--- src/rtl/wnp_pkg.sv ---
// Shared constants, types and width helpers for the winding-number point-in-polygon block.
package wnp_pkg;

	localparam int DEF_MAX_EDGES    = 16;
	localparam int DEF_COORD_WIDTH  = 16;
	localparam int WN_W             = 6;
	localparam int WN_MAX           = 31;
	localparam int WN_MIN           = -32;
	localparam int EDGE_COUNT_RESET = 4;
	localparam int QUEUE_DEPTH      = 2;

	typedef enum logic [0:0] {
		CMD_WRITE = 1'b0,
		CMD_TEST  = 1'b1
	} cmd_kind_t;

	typedef struct packed {
		logic full;
		logic empty;
	} q_stat_t;

	function automatic int idx_w(input int max_edges);
		return $clog2(max_edges + 1);
	endfunction

	function automatic int cnt_w(input int max_edges);
		return ($clog2(max_edges + 1) > 3) ? $clog2(max_edges + 1) : 3;
	endfunction

endpackage

--- src/rtl/wnp_front.sv ---
// Front end: takes requests, drops out-of-range vertex writes, hands commands to the queue.
module wnp_front #(
	parameter int MAX_EDGES   = wnp_pkg::DEF_MAX_EDGES,
	parameter int COORD_WIDTH = wnp_pkg::DEF_COORD_WIDTH,
	parameter int CMD_W       = 1 + wnp_pkg::idx_w(MAX_EDGES) + 2 * COORD_WIDTH
) (
	input  logic                                    clk,
	input  logic                                    arst_n,
	input  logic                                    start,
	output logic                                    busy,
	input  logic                                    req_type,
	input  logic [wnp_pkg::idx_w(MAX_EDGES)-1:0]    vertex_index,
	input  logic signed [COORD_WIDTH-1:0]           coord_x,
	input  logic signed [COORD_WIDTH-1:0]           coord_y,
	input  wnp_pkg::q_stat_t                        q_stat,
	output logic                                    push,
	output logic [CMD_W-1:0]                        push_data
);
	import wnp_pkg::*;

	localparam int IDX_W = idx_w(MAX_EDGES);

	logic             cmd_vld_q;
	logic [CMD_W-1:0] cmd_q;
	logic             accept;
	logic             keep;
	cmd_kind_t        kind;

	assign busy   = cmd_vld_q && q_stat.full;
	assign accept = start && !busy;
	assign push   = cmd_vld_q && !q_stat.full;
	assign push_data = cmd_q;

	always_comb begin
		kind = req_type ? CMD_TEST : CMD_WRITE;
		// drop writes to slots beyond the store
		keep = (kind == CMD_TEST) || (vertex_index <= IDX_W'(MAX_EDGES));
	end

	always_ff @(posedge clk or negedge arst_n) begin
		if (!arst_n) begin
			cmd_vld_q <= 1'b0;
		end else if (accept) begin
			cmd_vld_q <= keep;
		end else if (push) begin
			cmd_vld_q <= 1'b0;
		end
	end

	always_ff @(posedge clk) begin
		if (accept) begin
			cmd_q <= {kind, vertex_index, coord_x, coord_y};
		end
	end

endmodule

--- src/rtl/wnp_queue.sv ---
// Short command queue between the front end and the edge walker.
module wnp_queue #(
	parameter int DATA_W = 8
) (
	input  logic              clk,
	input  logic              arst_n,
	input  logic              push,
	input  logic [DATA_W-1:0] push_data,
	input  logic              pop,
	output logic [DATA_W-1:0] pop_data,
	output wnp_pkg::q_stat_t  q_stat
);
	import wnp_pkg::*;

	localparam int PTR_W = (QUEUE_DEPTH > 1) ? $clog2(QUEUE_DEPTH) : 1;
	localparam int CNT_W = $clog2(QUEUE_DEPTH + 1);

	logic [DATA_W-1:0] slot_q [QUEUE_DEPTH];
	logic [PTR_W-1:0]  wr_ptr_q;
	logic [PTR_W-1:0]  rd_ptr_q;
	logic [CNT_W-1:0]  count_q;
	logic              do_push;
	logic              do_pop;

	assign q_stat.full  = (count_q == CNT_W'(QUEUE_DEPTH));
	assign q_stat.empty = (count_q == '0);
	assign do_push = push && !q_stat.full;
	assign do_pop  = pop && !q_stat.empty;
	assign pop_data = slot_q[rd_ptr_q];

	always_ff @(posedge clk or negedge arst_n) begin
		if (!arst_n) begin
			wr_ptr_q <= '0;
			rd_ptr_q <= '0;
			count_q  <= '0;
		end else begin
			if (do_push) begin
				wr_ptr_q <= (wr_ptr_q == PTR_W'(QUEUE_DEPTH - 1)) ? '0 : wr_ptr_q + PTR_W'(1);
			end
			if (do_pop) begin
				rd_ptr_q <= (rd_ptr_q == PTR_W'(QUEUE_DEPTH - 1)) ? '0 : rd_ptr_q + PTR_W'(1);
			end
			if (do_push && !do_pop) begin
				count_q <= count_q + CNT_W'(1);
			end else if (do_pop && !do_push) begin
				count_q <= count_q - CNT_W'(1);
			end
		end
	end

	always_ff @(posedge clk) begin
		if (do_push) begin
			slot_q[wr_ptr_q] <= push_data;
		end
	end

endmodule

--- src/rtl/wnp_back.sv ---
// Back end: vertex store, edge walk pipeline, crossing tests and winding accumulation.
module wnp_back #(
	parameter int MAX_EDGES   = wnp_pkg::DEF_MAX_EDGES,
	parameter int COORD_WIDTH = wnp_pkg::DEF_COORD_WIDTH,
	parameter int CMD_W       = 1 + wnp_pkg::idx_w(MAX_EDGES) + 2 * COORD_WIDTH
) (
	input  logic                                    clk,
	input  logic                                    arst_n,
	input  wnp_pkg::q_stat_t                        q_stat,
	input  logic [CMD_W-1:0]                        pop_data,
	output logic                                    pop,
	input  logic                                    cfg_valid,
	output logic                                    cfg_ready,
	input  logic [wnp_pkg::cnt_w(MAX_EDGES)-1:0]    cfg_data,
	output logic                                    done,
	output logic signed [wnp_pkg::WN_W-1:0]         winding_number,
	output logic                                    inside_res
);
	import wnp_pkg::*;

	localparam int CW     = COORD_WIDTH;
	localparam int DEPTH  = MAX_EDGES + 1;
	localparam int IDX_W  = idx_w(MAX_EDGES);
	localparam int CNT_W  = cnt_w(MAX_EDGES);
	localparam int DW     = CW + 1;
	localparam int MW     = 2 * DW;
	localparam int PW     = MW + 1;
	localparam int ACC_W0 = $clog2(MAX_EDGES + 1) + 2;
	localparam int ACC_W  = (ACC_W0 > WN_W) ? ACC_W0 : WN_W;

	typedef enum logic [1:0] {
		ST_IDLE,
		ST_WALK,
		ST_DRAIN
	} state_t;

	state_t state_q;

	// command head
	cmd_kind_t               head_kind;
	logic [IDX_W-1:0]        head_idx;
	logic signed [CW-1:0]    head_x;
	logic signed [CW-1:0]    head_y;

	logic [CNT_W-1:0]        edge_count_q;
	logic [IDX_W-1:0]        n_sat;
	logic [IDX_W-1:0]        n_q;
	logic [IDX_W-1:0]        addr_q;
	logic signed [CW-1:0]    px_q;
	logic signed [CW-1:0]    py_q;

	logic [2*CW-1:0]         vmem [DEPTH];
	logic                    mem_we;
	logic                    rd_en;
	logic                    rd_last;

	// stage 1: vertex read
	logic [2*CW-1:0]         rd_data_s1;
	logic                    vld_s1;
	logic                    first_s1;
	logic                    last_s1;
	logic signed [CW-1:0]    cur_x;
	logic signed [CW-1:0]    cur_y;
	logic signed [CW-1:0]    prev_x_q;
	logic signed [CW-1:0]    prev_y_q;

	// stage 2: differences and crossing direction
	logic                    vld_s2;
	logic                    last_s2;
	logic                    up_s2;
	logic                    dn_s2;
	logic signed [DW-1:0]    dxe_s2;
	logic signed [DW-1:0]    dyp_s2;
	logic signed [DW-1:0]    dxp_s2;
	logic signed [DW-1:0]    dye_s2;

	// stage 3: products
	logic                    vld_s3;
	logic                    last_s3;
	logic                    up_s3;
	logic                    dn_s3;
	logic signed [MW-1:0]    p1_s3;
	logic signed [MW-1:0]    p2_s3;

	logic signed [PW-1:0]    cross_sum;
	logic                    cross_pos;
	logic                    cross_neg;
	logic signed [ACC_W-1:0] acc_q;
	logic signed [ACC_W-1:0] acc_nxt;
	logic signed [ACC_W-1:0] acc_clamp;
	logic signed [ACC_W-1:0] wn_hi;
	logic signed [ACC_W-1:0] wn_lo;

	logic                    done_q;
	logic signed [WN_W-1:0]  wn_q;
	logic                    inside_q;

	assign head_kind = cmd_kind_t'(pop_data[CMD_W-1]);
	assign head_idx  = pop_data[2*CW +: IDX_W];
	assign head_x    = pop_data[CW +: CW];
	assign head_y    = pop_data[0 +: CW];

	assign pop     = (state_q == ST_IDLE) && !q_stat.empty;
	assign mem_we  = pop && (head_kind == CMD_WRITE);
	assign rd_en   = (state_q == ST_WALK);
	assign rd_last = (addr_q == n_q);
	assign n_sat   = (edge_count_q > CNT_W'(MAX_EDGES)) ? IDX_W'(MAX_EDGES)
	                                                     : IDX_W'(edge_count_q);

	assign cfg_ready = 1'b1;

	always_ff @(posedge clk or negedge arst_n) begin
		if (!arst_n) begin
			edge_count_q <= CNT_W'(EDGE_COUNT_RESET);
		end else if (cfg_valid && cfg_ready) begin
			edge_count_q <= cfg_data;
		end
	end

	// vertex store, one write or one read per cycle
	always_ff @(posedge clk) begin
		if (mem_we) begin
			vmem[head_idx] <= {head_x, head_y};
		end
		if (rd_en) begin
			rd_data_s1 <= vmem[addr_q];
		end
	end

	assign cur_x = rd_data_s1[CW +: CW];
	assign cur_y = rd_data_s1[0 +: CW];

	always_ff @(posedge clk or negedge arst_n) begin
		if (!arst_n) begin
			vld_s1  <= 1'b0;
			vld_s2  <= 1'b0;
			vld_s3  <= 1'b0;
			first_s1 <= 1'b0;
			last_s1 <= 1'b0;
			last_s2 <= 1'b0;
			last_s3 <= 1'b0;
		end else begin
			vld_s1   <= rd_en;
			first_s1 <= rd_en && (addr_q == '0);
			last_s1  <= rd_en && rd_last;
			vld_s2   <= vld_s1 && !first_s1;
			last_s2  <= vld_s1 && last_s1;
			vld_s3   <= vld_s2;
			last_s3  <= vld_s2 && last_s2;
		end
	end

	always_ff @(posedge clk) begin
		if (vld_s1) begin
			prev_x_q <= cur_x;
			prev_y_q <= cur_y;
			dxe_s2 <= DW'(cur_x) - DW'(prev_x_q);
			dyp_s2 <= DW'(py_q) - DW'(prev_y_q);
			dxp_s2 <= DW'(px_q) - DW'(prev_x_q);
			dye_s2 <= DW'(cur_y) - DW'(prev_y_q);
			up_s2  <= (prev_y_q <= py_q) && (cur_y > py_q);
			dn_s2  <= (prev_y_q > py_q) && (cur_y <= py_q);
		end
		if (vld_s2) begin
			p1_s3 <= MW'(dxe_s2) * MW'(dyp_s2);
			p2_s3 <= MW'(dxp_s2) * MW'(dye_s2);
			up_s3 <= up_s2;
			dn_s3 <= dn_s2;
		end
	end

	always_comb begin
		cross_sum = PW'(p1_s3) - PW'(p2_s3);
		cross_neg = cross_sum[PW-1];
		cross_pos = !cross_sum[PW-1] && (cross_sum != '0);
		if (up_s3 && cross_pos) begin
			acc_nxt = acc_q + ACC_W'(1);
		end else if (dn_s3 && cross_neg) begin
			acc_nxt = acc_q - ACC_W'(1);
		end else begin
			acc_nxt = acc_q;
		end
		wn_hi = ACC_W'(WN_MAX);
		wn_lo = ACC_W'(WN_MIN);
		if (acc_nxt > wn_hi) begin
			acc_clamp = wn_hi;
		end else if (acc_nxt < wn_lo) begin
			acc_clamp = wn_lo;
		end else begin
			acc_clamp = acc_nxt;
		end
	end

	always_ff @(posedge clk or negedge arst_n) begin
		if (!arst_n) begin
			state_q  <= ST_IDLE;
			n_q      <= '0;
			addr_q   <= '0;
			px_q     <= '0;
			py_q     <= '0;
			acc_q    <= '0;
			done_q   <= 1'b0;
			wn_q     <= '0;
			inside_q <= 1'b0;
		end else begin
			done_q <= ((state_q == ST_IDLE) && pop && (head_kind == CMD_TEST) && (n_sat == '0)) ||
			          ((state_q == ST_DRAIN) && vld_s3 && last_s3);
			if (vld_s3) begin
				acc_q <= acc_nxt;
			end
			case (state_q)
				ST_IDLE: begin
					if (pop && (head_kind == CMD_TEST)) begin
						px_q  <= head_x;
						py_q  <= head_y;
						acc_q <= '0;
						if (n_sat == '0) begin
							wn_q     <= '0;
							inside_q <= 1'b0;
						end else begin
							n_q     <= n_sat;
							addr_q  <= '0;
							state_q <= ST_WALK;
						end
					end
				end
				ST_WALK: begin
					if (rd_last) begin
						state_q <= ST_DRAIN;
					end else begin
						addr_q <= addr_q + IDX_W'(1);
					end
				end
				ST_DRAIN: begin
					if (vld_s3 && last_s3) begin
						wn_q     <= WN_W'(acc_clamp);
						inside_q <= (acc_nxt != '0);
						state_q  <= ST_IDLE;
					end
				end
				default: begin
					state_q <= ST_IDLE;
				end
			endcase
		end
	end

	assign done           = done_q;
	assign winding_number = wn_q;
	assign inside_res     = inside_q;

endmodule

--- src/rtl/winding_number_point_in_polygon.sv ---
// Top level of the winding-number point-in-polygon block.
// Requests enter when start is high and busy is low; results leave on the done strobe for one
// cycle and cannot be held off, so capture them on that cycle. A vertex write (req_type 0)
// fills one slot of the vertex store and produces no result; slots above MAX_EDGES are dropped.
// A test (req_type 1) walks edges 0..N-1, N being edge_count clamped to MAX_EDGES, and returns
// the signed winding number (clamped to -32..31) with inside_res set when it is nonzero. Write
// vertex N equal to vertex 0 to close the polygon, and write every vertex a test reads. A test
// occupies the edge walker from the cycle it leaves the queue: N+1 reads from the single-port
// vertex store, three pipeline stages, then the result register. A test with N of zero answers
// in the cycle after it leaves the queue, and a write is stored as it leaves the queue. The
// two-entry queue lets a few requests be taken while a test is still walking; busy rises once
// it is full and the front end holds a further request. edge_count may be written through
// cfg_valid/cfg_data, which is always ready, while no request is outstanding.
module winding_number_point_in_polygon #(
	parameter int MAX_EDGES   = wnp_pkg::DEF_MAX_EDGES,
	parameter int COORD_WIDTH = wnp_pkg::DEF_COORD_WIDTH
) (
	input  logic                                    clk,
	input  logic                                    arst_n,
	input  logic                                    start,
	output logic                                    busy,
	input  logic                                    req_type,
	input  logic [wnp_pkg::idx_w(MAX_EDGES)-1:0]    vertex_index,
	input  logic signed [COORD_WIDTH-1:0]           coord_x,
	input  logic signed [COORD_WIDTH-1:0]           coord_y,
	input  logic                                    cfg_valid,
	output logic                                    cfg_ready,
	input  logic [wnp_pkg::cnt_w(MAX_EDGES)-1:0]    cfg_data,
	output logic                                    done,
	output logic signed [wnp_pkg::WN_W-1:0]         winding_number,
	output logic                                    inside_res
);
	import wnp_pkg::*;

	// command word: kind, slot index, x, y
	localparam int CMD_W = 1 + idx_w(MAX_EDGES) + 2 * COORD_WIDTH;

	q_stat_t          q_stat;
	logic             push;
	logic [CMD_W-1:0] push_data;
	logic             pop;
	logic [CMD_W-1:0] pop_data;

	// classify and hand over requests
	wnp_front #(
		.MAX_EDGES   (MAX_EDGES),
		.COORD_WIDTH (COORD_WIDTH),
		.CMD_W       (CMD_W)
	) u_front (
		.clk          (clk),
		.arst_n       (arst_n),
		.start        (start),
		.busy         (busy),
		.req_type     (req_type),
		.vertex_index (vertex_index),
		.coord_x      (coord_x),
		.coord_y      (coord_y),
		.q_stat       (q_stat),
		.push         (push),
		.push_data    (push_data)
	);

	// decouple the front end from the edge walk
	wnp_queue #(
		.DATA_W (CMD_W)
	) u_queue (
		.clk       (clk),
		.arst_n    (arst_n),
		.push      (push),
		.push_data (push_data),
		.pop       (pop),
		.pop_data  (pop_data),
		.q_stat    (q_stat)
	);

	// store vertices, walk edges, accumulate crossings
	wnp_back #(
		.MAX_EDGES   (MAX_EDGES),
		.COORD_WIDTH (COORD_WIDTH),
		.CMD_W       (CMD_W)
	) u_back (
		.clk            (clk),
		.arst_n         (arst_n),
		.q_stat         (q_stat),
		.pop_data       (pop_data),
		.pop            (pop),
		.cfg_valid      (cfg_valid),
		.cfg_ready      (cfg_ready),
		.cfg_data       (cfg_data),
		.done           (done),
		.winding_number (winding_number),
		.inside_res     (inside_res)
	);

endmodule

--- config.mk ---
export PLATFORM = sky130hd
export DESIGN_NAME = winding_number_point_in_polygon
export DESIGN_NICKNAME = d
export VERILOG_FILES = /design/src/rtl/wnp_pkg.sv /design/src/rtl/wnp_front.sv /design/src/rtl/wnp_queue.sv /design/src/rtl/wnp_back.sv /design/src/rtl/winding_number_point_in_polygon.sv
export SDC_FILE = /design/constraint.sdc
export NUM_CORES = 2
export LEC_CHECK = 0
export BUFFER_PORTS_ARGS = -buffer_cell sky130_fd_sc_hd__buf_2
export CORE_MARGIN = 5
export CORE_UTILIZATION = 60
export CTS_CLUSTER_DIAMETER = 100
export DETAILED_ROUTE_END_ITERATION = 8
export PLACE_DENSITY = 0.76
export SLEW_MARGIN = 20
export SYNTH_ARGS = -nofsm -noshare
export SYNTH_HDL_FRONTEND = slang
export SYNTH_SLANG_ARGS = --single-unit
--- constraint.sdc ---
create_clock -name clk -period 8.1 [get_ports clk]
set_input_delay 1.215 -clock clk [delete_from_list [all_inputs] [get_ports clk]]
set_output_delay 1.215 -clock clk [all_outputs]
set_load 0.02 [all_outputs]
### Yosys cells after proc, flatten, opt, wreduce, memory -nomap -nowiden

Memories as Yosys holds them, arrays and structs flattened. A register that Yosys moved wholly into a read port is not among the register bits.
Index checks and enable logic that the tools add are counted.

| storage, ports and cells | value |
|---|---|
| memories | 2 |
| output and inout port bits | 10 |
| RAM bits | 620 |
| bits in registers | 286 |

| cells by class | value |
|---|---|
| mux-type cells | 36 |
| reduce and logical (&&, ||, !) cells | 50 |
| add/sub/neg operators | 12 |
| eq/ne operators | 10 |
| bitwise operators | 2 |
| $mul | 2 |
| $lt $le $gt $ge | 8 |

Memory list:

| name | words | bits a word | read ports | clocked after memory_dff | wr ports | RTL line | text |
|---|---|---|---|---|---|---|---|
| u_back.vmem | 17 | 32 | 1 | 1 | 1 | wnp_back.sv:52 | `logic [2*CW-1:0] vmem [DEPTH];` |
| u_queue.slot_q | 2 | 38 | 1 | 0 | 1 | wnp_queue.sv:18 | `logic [DATA_W-1:0] slot_q [QUEUE_DEPTH];` |

Operators by type and width:

| kind | number |
|---|---|
| $mul 17x17->34 | 2 |
| $sub 16x16->17 | 4 |
| $mux 7 | 5 |
| $reduce_bool 35->1 | 1 |
| $sub 34x34->35 | 1 |
| $gt 16x16->1 | 2 |
| $le 16x16->1 | 2 |
| $mux 6 | 5 |
| $logic_and 1x1->1 | 26 |
| $mux 5 | 4 |
| $mux 1 | 12 |
| $mux 2 | 6 |
| $ne 2x2->1 const B | 6 |
| $pmux 6 s2 | 1 |
| $reduce_and 4->1 | 3 |
| $logic_not 5->1 | 2 |
| $pmux 5 s2 | 1 |
| $reduce_bool 2->1 | 4 |
| $add 7x2->7 const B | 1 |
| $gt 7x6->1 const B | 1 |
| $logic_not 1->1 | 7 |
| $lt 7x6->1 const B | 1 |
| $reduce_bool 7->1 | 1 |
| $sub 7x2->7 const B | 1 |
| 16 further kinds | 21 |

### Logic depth before layout (Yosys ltp)

| depth | value |
|---|---|
| word-level depth | 10 |
| mapped depth | 28 |
| depth with buffers taken out | 26 |

### Hierarchy

A second synthesis with hierarchy kept.

| second synthesis, totals | value |
|---|---|
| cells, all modules | 4750 |
| area total of the unflattened synthesis | 61720.4 um2 |

Modules (own cells, without submodules):

| module | cells each | area each (um2) | sequential area each (um2) | instances |
|---|---|---|---|---|
| wnp_back | 4566 | 57516.4 | 24239.5 | 1 |
| wnp_queue | 137 | 2985.4 | 2382.3 | 1 |
| wnp_front | 47 | 1218.7 | 1166.1 | 1 |

### Worst setup path before layout

OpenSTA, ideal clock, no wires.

| path | value |
|---|---|
| kind | register -> register |
| start | reg u_back.dyp_s2[8] |
| end | reg u_back.p1_s3[33], data pin |
| buffers on the path | 2 |
| slack | 1543 ps |
| clock period less this slack | 6557 ps |
| data arrival time | 6297 ps |
| library setup time | 260 ps |
| cell stages (with the launch flop) | 29 |
| cell sequence | edfxtp_1 > clkbuf_1 > clkbuf_1 > nand2_1 > fa_1 > inv_1 > fa_1 > inv_1 > fa_1 > inv_1 > fa_1 > fa_1 > inv_1 > fa_1 > inv_1 > ha_1 > a21o_1 > a21oi_1 > o211ai_1 > a21o_1 > a21oi_1 > o31ai_1 > a21boi_0 > a21oi_1 > a41o_1 > o31ai_1 > nand2b_1 > a21oi_1 > xnor2_1 |

| on the way | value |
|---|---|
| cells in the longest elaborated chain, start to end | 1 |

RTL lines:

| element | RTL line | text |
|---|---|---|
| from (decl) | wnp_back.sv:73 | `logic signed [DW-1:0] dyp_s2;` |
| from (signal assigned) | wnp_back.sv:158 | `dyp_s2 <= DW'(py_q) - DW'(prev_y_q);` |
| $mul 17x17->34 | wnp_back.sv:165 | `p1_s3 <= MW'(dxe_s2) * MW'(dyp_s2);` |
| to (signal assigned) | wnp_back.sv:165 |  |
| to (decl) | wnp_back.sv:82 | `logic signed [MW-1:0] p1_s3;` |

Every way passes these cells.
A chain may end at the register's enable or synchronous reset.

### Final worst setup path

| path | value |
|---|---|
| start | reg u_back.dxe_s2[7] |
| end | reg u_back.p1_s3[33], data pin |

| on the way | value |
|---|---|
| cells in the longest elaborated chain, start to end | 1 |

RTL lines:

| element | RTL line | text |
|---|---|---|
| from (decl) | wnp_back.sv:72 | `logic signed [DW-1:0] dxe_s2;` |
| from (signal assigned) | wnp_back.sv:157 | `dxe_s2 <= DW'(cur_x) - DW'(prev_x_q);` |
| $mul 17x17->34 | wnp_back.sv:165 |  |

Every way passes these cells.

==> impl_metrics.toml <==
[logic_synthesis]
syn_avg_cell_area_um2 = 12.8
synth_compound_area_share_pct = 5.37
synth-simple-area-share_pct = 9.47
syn_inst = 4796
synth_top_family_by_area = "adder cells"
synth_area_um2 = 61600
syn_nets = 5730
ys_seq_area_share_pct = 45.1
synthFlopType = "edfxtp_1"
synth_commonest_cells = "edfxtp_1 (862), inv_1 (784), fa_1 (597)"
synth_edf_count = 862
ys_types = 95
synth_seq_cells = 938
yosys.area.top_type = "edfxtp_1"
yosys.area_share.adder_pct = 25.4
async_reset_ff_share_pct = 8.10
netlist.area_leader.share_pct = 42.1
yosysWarnings = 0
synthMuxAreaShare_pct = 7.52
netlist_top_cells_area = "edfxtp_1 (42%), fa_1 (19%), ha_1 (5.9%)"
yosys.area_share.xor_xnor_pct = 1.34
synth_most_common_cell = "edfxtp_1"

[routing]
dr.pass1.iters = 6
wl_per_cell_um = 22.8
wirelength_mm = 143
drc_errors = 0
route.antenna.remaining_nets = 0
post_drt_via_cell_ratio = 5.90
drt_iter0_drc = 3229
num_vias = 37022

[critical_path]
path_delay_family = "adder cells"
worstPathMaxFanout = 17
cpMaxStageDelayCell = "edfxtp_1"
crit_arrival_ps = 7650
path_class = "flop to flop"
crit_required_ps = 8530
cpPeakStageDelay_ps = 740
cp-end-kind = "flop"
cpMostUsedCell = "fa_1"
path_buf_inv = 5
worstSetupStartpointType = "flop"

[sta]
hold_violations = 0
slew_viol_final = 0
finalCritPeriodShare_pct = 89.1
timing.hold.ws_ps = 378
final.setup.tns_ps = 0
final-setup-viol-count = 0
final.setup_skew_ps = 71.0
max_clock_freq_mhz = 139
rsz0062_at_grt = "no"
fin_crit_ps = 7210
slew_headroom_pct = 24.5
worstMarginPinSlew_ps = 1130

[clocking]
cts_htree_levels = 3
cts_tree = "done"
clock_path_buffers = 3
cts_buffers = 93
postCtsSetupBuffers = 0
ctsRootBufferMaster = "clkbuf_16"
cts.sinks = 938
insertion_delay_ps = 700
cts_resized = 0
ctsHoldBuffers = 0
clk_pin_slew_ps = 60

[run]
drv_cap = 0

[placement]
dpl.hpwl_mm = 98.6
place_congestion = 0.910
port_buffers = 55

[floorplan]
num_rows = 117
die-height_um = 330
ios = 57
fp.dieW_um = 330
core_area_um2 = 102000
initial_core_util_pct = 60.4
die-area_um2 = 109000

[global_routing]
antenna_found_initial = 1
grt_max_degree = 105
grtUsageTotal_pct = 27.2
grt_pass1_vias = 39235
grt_first_pass_wirelength_mm = 227
gr-total-overflow = 0

[layout]
antenna_cells = 0
syn2layout_area_growth_pct = 8.00
fillers = 7425
layout-drive-gt1-share_pct = 10.8
nNetsFinal = 5759
fin_util_pct = 65.2

[status]
status = "finished, final reports clean"

[min_path]
hold_path_class = "flop to flop"
## metal layers
metal  global-route usage [%]  share of wire (%)
met4                     8.57                3.4
met1                     35.6                 38
met5                        0             0.0091
met2                     48.5                 52
met3                     3.14                6.0
## logic make-up after synthesis
logic type                 after synthesis
buffers and inverters                  943
and+or+nand+nor                       1184
other                                    1
AOI/OAI and AO/OA                      494
xor gates and xnor gates                94
adders and majority gates              890
DFF                                    938
muxes                                  252
## worst paths after layout
path | from | to | slack [ps] | cells after the start
setup / recovery | u_back.dxe_s2[7] | u_back.p1_s3[33] | 890 | 26
hold / removal | u_back.first_s1 | u_back.vld_s2 | 380 | 1
setup reg to reg | u_back.dxe_s2[7] | u_back.p1_s3[33] | 890 | 26
hold reg to reg | u_back.first_s1 | u_back.vld_s2 | 380 | 1
max in group asynchronous | arst_n | u_back.vld_s1 | 6930 | 1
min in group asynchronous | arst_n | u_back.acc_q[6] | 560 | 1
## per-stage QoR
stage / setup slack, ps / instance area, um^2 / instances
finish: 887 / 66500 / 6272
global route: 462 / 66500 / 6272
CTS: 932 / 66500 / 6272
detailed placement: 932 / 63400 / 6098
global placement: 1120 / 63400 / 6098
floorplan: 1540 / 61600 / 4796
## cell type report
class	instances	area, um^2	area share, %
inverters	785	2950	4.43
clock buffers	127	2560	3.84
flip-flops and latches	938	27800	41.8
repair buffers	92	572	0.860
well taps	1368	1710	2.57
clock inverters	47	544	0.819
multi-input cells	2915	30300	45.6
## layout by cell type, fill, tap and decap left out, types with 39 or more instances in the layout
cell,Yosys,final
edfxtp_1,862,862
inv_1,784,784
fa_1,597,597
nand2_1,408,408
and2_1,303,302
ha_1,290,290
nor2_1,218,201
mux4_2,160,160
o21ai_0,121,121
a21oi_1,101,101
clkbuf_16,0,94
mux2_2,86,86
xnor2_1,67,67
dfrtp_1,75,67
buf_2,9,54
a21boi_0,45,45
nor3_1,40,39
## state kept, by name, indices dropped and copies added, names as in the netlist, 6 cells and up
| signal | cells |
|---|---|
| u_back.vmem | 544 |
| u_back.winding_number | 6 |
| u_back.px_q | 16 |
| u_back.p1_s3 | 34 |
| u_front.push_data | 38 |
| u_back.dxe_s2 | 17 |
| u_back.dyp_s2 | 17 |
| u_queue.slot_q | 76 |
| u_back.dye_s2 | 17 |
| u_back.prev_x_q | 16 |
| u_back.acc_q | 7 |
| u_back.dxp_s2 | 17 |
| u_back.rd_data_s1 | 32 |
| u_back.prev_y_q | 16 |
| u_back.py_q | 16 |
| u_back.p2_s3 | 34 |
Power is not shown: default switching activity piles up to over one toggle a cycle in this logic, so the estimate is an artifact.
